**src/sv/shq_pkg.sv**
```systemverilog
// shq_pkg: types, constants and the angle step table for the segment heading block.
// Used by shq_vec_cell, shq_rot_cell and segment_heading_quaternion_top.
`default_nettype none
package shq_pkg;

    localparam int CORDIC_STAGES = 16;
    localparam int ANGLE_BITS    = 16;

    localparam int NST = (CORDIC_STAGES > 32) ? 32 : CORDIC_STAGES;
    localparam int VW  = 38;
    localparam int ZW  = ANGLE_BITS + 2;
    localparam int RW  = 34;
    localparam int AS  = 32 - ANGLE_BITS;
    localparam int US  = (ANGLE_BITS > 16) ? ANGLE_BITS - 16 : 0;
    localparam int UL  = (ANGLE_BITS < 16) ? 16 - ANGLE_BITS : 0;
    localparam int LAT = 3 * NST + 6;

    localparam logic signed [31:0] GAIN_Q30     = 32'sd1768195361;
    localparam logic signed [RW-1:0] INV_GAIN   = RW'(652032874);
    localparam logic signed [ZW-1:0] PI_U       = ZW'(1) <<< (ANGLE_BITS - 1);
    localparam logic signed [ZW-1:0] HALF_PI_U  = ZW'(1) <<< (ANGLE_BITS - 2);

    localparam logic [31:0] ATAN_TAB [32] = '{
        32'h20000000, 32'h12E4051E, 32'h09FB385B, 32'h051111D4,
        32'h028B0D43, 32'h0145D7E1, 32'h00A2F61E, 32'h00517C55,
        32'h0028BE53, 32'h00145F2F, 32'h000A2F98, 32'h000517CC,
        32'h00028BE6, 32'h000145F3, 32'h0000A2FA, 32'h0000517D,
        32'h000028BE, 32'h0000145F, 32'h00000A30, 32'h00000518,
        32'h0000028C, 32'h00000146, 32'h000000A3, 32'h00000051,
        32'h00000029, 32'h00000014, 32'h0000000A, 32'h00000005,
        32'h00000003, 32'h00000001, 32'h00000001, 32'h00000000
    };

    typedef struct packed {
        logic signed [VW-1:0] x;
        logic signed [VW-1:0] y;
        logic signed [ZW-1:0] z;
    } vec_t;

    typedef struct packed {
        logic signed [RW-1:0] x;
        logic signed [RW-1:0] y;
        logic signed [RW-1:0] z;
    } rot_t;

    typedef struct packed {
        logic                 degen;
        logic                 vert;
        logic                 dz_neg;
        logic signed [32:0]   dz;
        logic signed [ZW-1:0] yaw;
    } side_t;

    typedef struct packed {
        logic               degen;
        logic signed [15:0] heading;
        logic signed [15:0] elevation;
    } outside_t;

    function automatic logic signed [ZW-1:0] step_angle(input logic [4:0] i);
        logic [32:0] t;
        t = ({1'b0, ATAN_TAB[i]} + (33'd1 << (AS - 1))) >> AS;
        return ZW'(t);
    endfunction

endpackage
`default_nettype wire

```
**src/sv/shq_rot_cell.sv**
```systemverilog
// shq_rot_cell: one rotation CORDIC cell, registered, angles with pi = 2^31.
// Depends on shq_pkg (rot_t, ATAN_TAB).
`default_nettype none
module shq_rot_cell
    import shq_pkg::*;
(
    input  wire logic       clk,
    input  wire logic       en,
    input  wire logic [4:0] stage,
    input  wire rot_t       din,
    output rot_t            dout
);

    rot_t                 cell_next;
    logic signed [RW-1:0] xs;
    logic signed [RW-1:0] ys;
    logic signed [RW-1:0] at;

    always_comb
    begin
        xs = din.x >>> stage;
        ys = din.y >>> stage;
        at = RW'(ATAN_TAB[stage]);
        if (!din.z[RW-1])
        begin
            cell_next.x = din.x - ys;
            cell_next.y = din.y + xs;
            cell_next.z = din.z - at;
        end
        else
        begin
            cell_next.x = din.x + ys;
            cell_next.y = din.y - xs;
            cell_next.z = din.z + at;
        end
    end

    always_ff @(posedge clk)
    begin
        if (en)
        begin
            dout <= cell_next;
        end
    end

endmodule
`default_nettype wire

```
**config.mk**
```make
export PLATFORM = sky130hd
export DESIGN_NAME = shq_rot_cell
export DESIGN_NICKNAME = d
export VERILOG_FILES = /design/src/sv/shq_pkg.sv /design/src/sv/shq_rot_cell.sv
export SDC_FILE = /design/constraint.sdc
export NUM_CORES = 1
export LEC_CHECK = 0
export BUFFER_PORTS_ARGS = -buffer_cell sky130_fd_sc_hd__buf_2
export CORE_ASPECT_RATIO = 1.25
export CORE_MARGIN = 4
export CORE_UTILIZATION = 25
export DETAILED_ROUTE_END_ITERATION = 8
export PLACE_DENSITY_LB_ADDON = 0.2
export SYNTH_ARGS = -nofsm -noshare
export SYNTH_HDL_FRONTEND = slang
export SYNTH_SLANG_ARGS = --single-unit
```
**constraint.sdc**
```tcl
create_clock -name clk -period 7.8 [get_ports clk]
set_input_delay 0.39 -clock clk [delete_from_list [all_inputs] [get_ports clk]]
set_output_delay 0.39 -clock clk [all_outputs]
set_load 0.02 [all_outputs]
```
==> results.yml, run 1 <==
outcome:
  outcome: "finished clean"
critical_path:
  max_stage_delay_ps: 620
  required_ps: 7950
  arrival_ps: 6630
  end_kind: "register"
  cp-start-kind: "input pin"
  path_cells: "buf_4 > buf_4 > mux4_2 > a21boi_0 > o221ai_1 > nor2_4 > nand4_4 > nor4_4 > a21oi_1 > xnor2_1 > ha_1 > and3_1 > nor4b_1 > o211ai_1 > a31oi_1 > a21oi_1 > o211ai_1 > nand3_1 > o21ai_0 > o31ai_1 > xnor2_1"
  slowest_stage: "a21boi_0"
  path_max_fanout: 44
  critPathKind: "in2reg"
clock_network:
  cts_sinks: 102
  clk_path_buf_depth: 2
  cts_tree: "done"
  ctsResizeCount: 0
  cts_root_buffer: "clkbuf_16"
  htreeDepth: 3
  post_cts_buffers: 0
  cts_buffers: 9
  cts.clk_slew.worst_paths_ps: 80
  ctsHoldBuffers: 0
route:
  dr.pass1.iters: 7
  wire_per_inst_um: 24.68
  route.detailed.drc: 0
  ant_nets: 0
  wirelength_mm: 68.46
  drt-initial-drc-count: 1346
  vias_per_cell: 5.598
  num_vias: 15530
timing:
  final.setup.tns_ps: 0
  relSlewSlack: 0.2637
  post-route-period-util: 0.8317
  slew_violations: 0
  setup_slack_ps: 1313
  hold_violations: 0
  fmaxAchievable_mhz: 154.1
  rsz0062_at_grt: "false"
  tightest_slew_ps: 1105
  fin_crit_ps: 6487
  setup_viol: 0
flow_run:
  cap_violations: 0
synthesis:
  syn-num-nets: 1993
  async_flop_share: 0
  synth_warnings: 0
  synth.area.top_cells: "edfxtp_1, mux4_2, ha_1"
  netlist_area_sq_um: 15550
  yosysTopAreaCell: "edfxtp_1"
  synth_top_area_frac: 0.1970
  postSynthCellCount: 1771
  synth-edff-count: 102
  synth_seq_cells: 102
  synthFlopType: "edfxtp_1"
  netlist-cell-type-count: 89
  synth.yosys.seq_area_share: 0.1970
  syn_area_per_cell_sq_um: 8.778
worst_hold_path:
  hold_path_end: "dout[0]$_DFFE_PP_"
  hold_start: "din[0]"
  hold_depth: 2
  hp-class: "in2reg"
floorplanning:
  core_sq_um: 61160
  fp.dieW_um: 231.0
  start_util: 0.2542
  ioPinCount: 211
  die_y_um: 286.8
  num_rows: 101
  dieArea_sq_um: 66260
pwr:
  finalPower_mw: 3.404
  vdd_drop_max_uv: 98.30
  power.density_nw_per_um2: 191.2
  p_leak_nw: 7.147
layout:
  final_core_util: 0.2911
  layout_common_cells: "buf_2, nor2_1, a21oi_1"
  area_growth_pct: 14.52
  max_flop_register: "dout"
  drive_above_1_share: 0.2077
  fin_nets: 2162
  largestRegisters: "dout (102)"
  stdcell_area_sq_um: 17800
  final_common_cell: "buf_2"
  largest_register_ffs: 102
place:
  io_buffers: 210
  gp_congestion: 1.006
  place_area_sq_um: 17440
  pre_cts_ws_ps: 987.5
  hpwl_mm: 54.24
grt:
  grt_pass1_wl_mm: 100.5
  antenna_found_initial: 9
  track_usage: 0.1991
  overflow: 0
  grt_max_degree: 54
  grt_pass1_vias: 15340
[synthesized netlist by cell type, types with 12 or more instances]
| master | n |
|---|---|
| o21a_1 | 15 |
| o221ai_1 | 15 |
| a221oi_1 | 18 |
| mux2_2 | 31 |
| o211ai_1 | 16 |
| o22ai_1 | 25 |
| o31ai_1 | 12 |
| xnor2_1 | 107 |
| nor2b_1 | 25 |
| buf_4 | 15 |
| a21o_1 | 56 |
| nor2_1 | 162 |
| and2_1 | 24 |
| inv_1 | 43 |
| buf_2 | 23 |
| a31oi_1 | 38 |
| clkbuf_1 | 35 |
| and3_1 | 12 |
| nand3_1 | 37 |
| ha_1 | 110 |
| a211oi_1 | 24 |
| nand2b_1 | 27 |
| edfxtp_1 | 102 |
| o21ai_0 | 95 |
| nor3_1 | 35 |
| mux4_2 | 69 |
| a21oi_1 | 149 |
| xor2_1 | 62 |
| a22oi_1 | 17 |
| mux2i_1 | 63 |
| nand2_1 | 134 |
[worst max-delay path: cells and delay by family]
family | cells | cell delay, ps
compound gates | 9 | 2560
xor+xnor | 2 | 300
fa+ha+maj | 1 | 370
buf+inv | 2 | 920
mux | 1 | 530
simple gates | 6 | 1500
[worst max-delay path by stage]
stage,end,depth (start not counted),slack (ps),startpoint
after floorplan,dout[67]$_DFFE_PP_,24,2470,stage[0]
after global placement,dout[67]$_DFFE_PP_,21,1070,stage[1]
after detailed placement,dout[67]$_DFFE_PP_,21,990,stage[1]
after CTS,dout[67]$_DFFE_PP_,21,1410,stage[1]
after global routing,dout[33]$_DFFE_PP_,24,930,stage[0]
final,dout[67]$_DFFE_PP_,21,1310,stage[1]
[final cells by class]
cell class	instances	area [sq um]
Sequential cell	102	3063
Clock buffer	9	225.2
Clock inverter	7	126.4
Multi-Input combinational cell	1530	11780
Timing Repair Buffer	252	1393
Inverter	45	168.9
Antenna cell	5	12.51
Fill cell	6651	43360
Tap cell	824	1031
[routing by layer]
layer | vias up | track usage | part of all wire
met5 | - | 0 | 0.00089
met4 | 8 | 0.08317 | 0.042
met3 | 133 | 0.03291 | 0.061
met2 | 653 | 0.3395 | 0.48
met1 | 7615 | 0.2492 | 0.41
li1 | 7121 | - | -
[metrics by stage]
step	std cells	hold WS [ps]
2_1_floorplan	1771	502.5
3_3_place_gp	2753	700.4
3_5_place_dp	2753	701.4
4_1_cts	2769	265.2
5_1_grt	2771	287.9
6_report	2774	287.7
[where the power goes]
part / internal (mW) / switching, mW / leakage [nW]
Combinational: 0.741 / 1.24 / 5.98
Clock: 0.318 / 0.251 / 0.169
Sequential: 0.820 / 0.0376 / 0.999
Total: 1.88 / 1.52 / 7.15
[kinds of logic (layout without fill, tap and decap cells)]
family / Yosys count / in the layout / synth area share
other: 0 / 5 / 0
buffers and inverters: 139 / 313 / 0.04547
flip-flops: 102 / 102 / 0.1970
AO/OA/AOI/OAI: 564 / 564 / 0.2389
multiplexers: 170 / 170 / 0.1701
AND/OR/NAND/NOR: 514 / 514 / 0.1609
adder cells (fa/ha/maj): 113 / 113 / 0.09239
XOR/XNOR: 169 / 169 / 0.09521
No activity file was read; power rests on OpenSTA's default activity.
==> run 2: changes to the inputs <==
- clock period: 7.8 -> 5.3 ns (I/O delays scaled with it)
==> results.yml, run 2 (same netlist as run 1, synthesis figures left out) <==
grt:
  grt_util_met3: 0.02736
  track_usage: 0.2196
  grt_pass1_wl_mm: 110.7
  antenna_found_initial: 6
  globalRoute.busiestLayer: "met2"
  gr-usage-met2: 0.3885
  grt_max_degree: 53
  overflow: 0
  grtUsageMet1: 0.2680
  grt_pass1_vias: 17910
layout:
  drive_above_1_share: 0.4108
  fin_nets: 2744
  fill_cells: 6444
  max_flop_register: "dout"
  largestRegisters: "dout (102)"
  final_common_cell: "buf_4"
  instances_no_fill: 3358
  layout_common_cells: "buf_4, buf_2, nor2_1"
  largest_register_ffs: 102
  area_growth_pct: 45.50
floorplanning:
  dieArea_sq_um: 66260
  num_rows: 101
  start_util: 0.2542
  core_sq_um: 61160
  fp.dieW_um: 231.0
  ioPinCount: 211
  die_y_um: 286.8
timing:
  hold_violations: 0
  final.setup.tns_ps: 0
  fin_crit_ps: 5158
  fmaxAchievable_mhz: 193.9
  timing.hold.ws_ps: 165.7
  setup_slack_ps: 142.2
  rsz0062_at_grt: "true"
  tightest_slew_ps: 836.2
  slew_violations: 0
  relSlewSlack: 0.4425
  setup_viol: 0
  post-route-period-util: 0.9732
outcome:
  outcome: "finished clean"
route:
  wirelength_mm: 75.26
  route.detailed.drc: 0
  drt-initial-drc-count: 1169
  num_vias: 17410
  vias_per_cell: 5.185
  dr.pass1.iters: 5
  ant_nets: 0
  wire_per_inst_um: 22.41
clock_network:
  clk_path_buf_depth: 2
  cts_tree: "done"
  cts_root_buffer: "clkbuf_16"
  ctsHoldBuffers: 0
  cts_buffers: 9
  htreeDepth: 3
  cts_sinks: 102
  cts.clk_slew.worst_paths_ps: 80
critical_path:
  max_stage_delay_ps: 570
  critPathKind: "in2reg"
  cp-start-kind: "input pin"
  arrival_ps: 5310
  required_ps: 5450
  end_kind: "register"
  crit_path_frequent_cell: "a21o_1"
  path_max_fanout: 14
  slowest_stage: "mux4_2"
  critPathLaunch: "stage[0]"
  path_cells: "buf_12 > buf_12 > inv_1 > buf_6 > mux4_2 > buf_4 > a221oi_1 > nand4_1 > and2b_2 > and4_4 > a21o_1 > xor2_1 > ha_1 > a21o_1 > a21o_1 > a21oi_1 > nor2b_1 > a2111o_1 > nor3_1 > nor2_1 > buf_4 > a21o_1 > a21oi_1 > xnor2_1"
place:
  io_buffers: 210
  pre_cts_ws_ps: -1096
  gp_congestion: 0.9723
  dpl.cell_count: 3324
  hpwl_mm: 63.28
pwr:
  finalPower_mw: 5.702
  power.density_nw_per_um2: 252.1
  vdd_drop_max_uv: 134.7
  p_leak_nw: 10.06
worst_hold_path:
  hold_start: "din[0]"
  hp-class: "in2reg"
flow_run:
  cap_violations: 0
-- run 2: metrics by stage --
| step | util | cell area [sq um] |
|---|---|---|
| after detailed placement | 0.3562 | 21790 |
| after floorplan | - | 15550 |
| after CTS | 0.3634 | 22220 |
| after global routing | 0.3697 | 22610 |
| after global placement | 0.3562 | 21790 |
| final | 0.3698 | 22620 |
-- run 2: area by class of cell --
type / instances / area, sq um / area share
repair buffers: 834 / 5962 / 0.2636
diodes: 7 / 17.52 / 0.0007744
flip-flops and latches: 102 / 3063 / 0.1354
clock inverters: 7 / 56.30 / 0.002489
clock buffers: 9 / 225.2 / 0.009957
inverters: 45 / 168.9 / 0.007468
well taps: 824 / 1031 / 0.04558
multi-input cells: 1530 / 12100 / 0.5347
-- run 2: final timing paths --
kind	end	slack (ps)	cells after the start
setup / recovery	dout[96]$_DFFE_PP_	140	24
hold / removal	dout[0]$_DFFE_PP_	170	2
-- run 2: report_power, final --
part | switching, mW | total (mW) | internal, mW | leakage [nW]
logic | 2.00 | 3.74 | 1.73 | 8.92
clock network | 0.384 | 0.710 | 0.326 | 0.137
registers | 0.0514 | 1.26 | 1.21 | 0.999
total | 2.44 | 5.70 | 3.27 | 10.1
-- run 2: timing repair --
item                                    4_1_cts  5_1_grt
gates cloned                                  1        0
setup buffers                                 3        7
endpoints found under the setup margin       23       32
resized for setup                            22       74
pin swaps                                     3       20
-- run 2: worst max-delay path, delay by kind of cell --
family | cells | cell delay (ps)
buf+inv | 6 | 1020
simple gates | 6 | 1160
mux | 1 | 570
fa+ha+maj | 1 | 260
xor+xnor | 2 | 240
compound gates | 8 | 1760
-- run 2: per-layer routing --
layer | vias to the layer above | share of wire
met5 | - | 0.00017
met4 | 2 | 0.044
met3 | 133 | 0.045
met2 | 568 | 0.50
met1 | 8417 | 0.41
li1 | 8291 | -
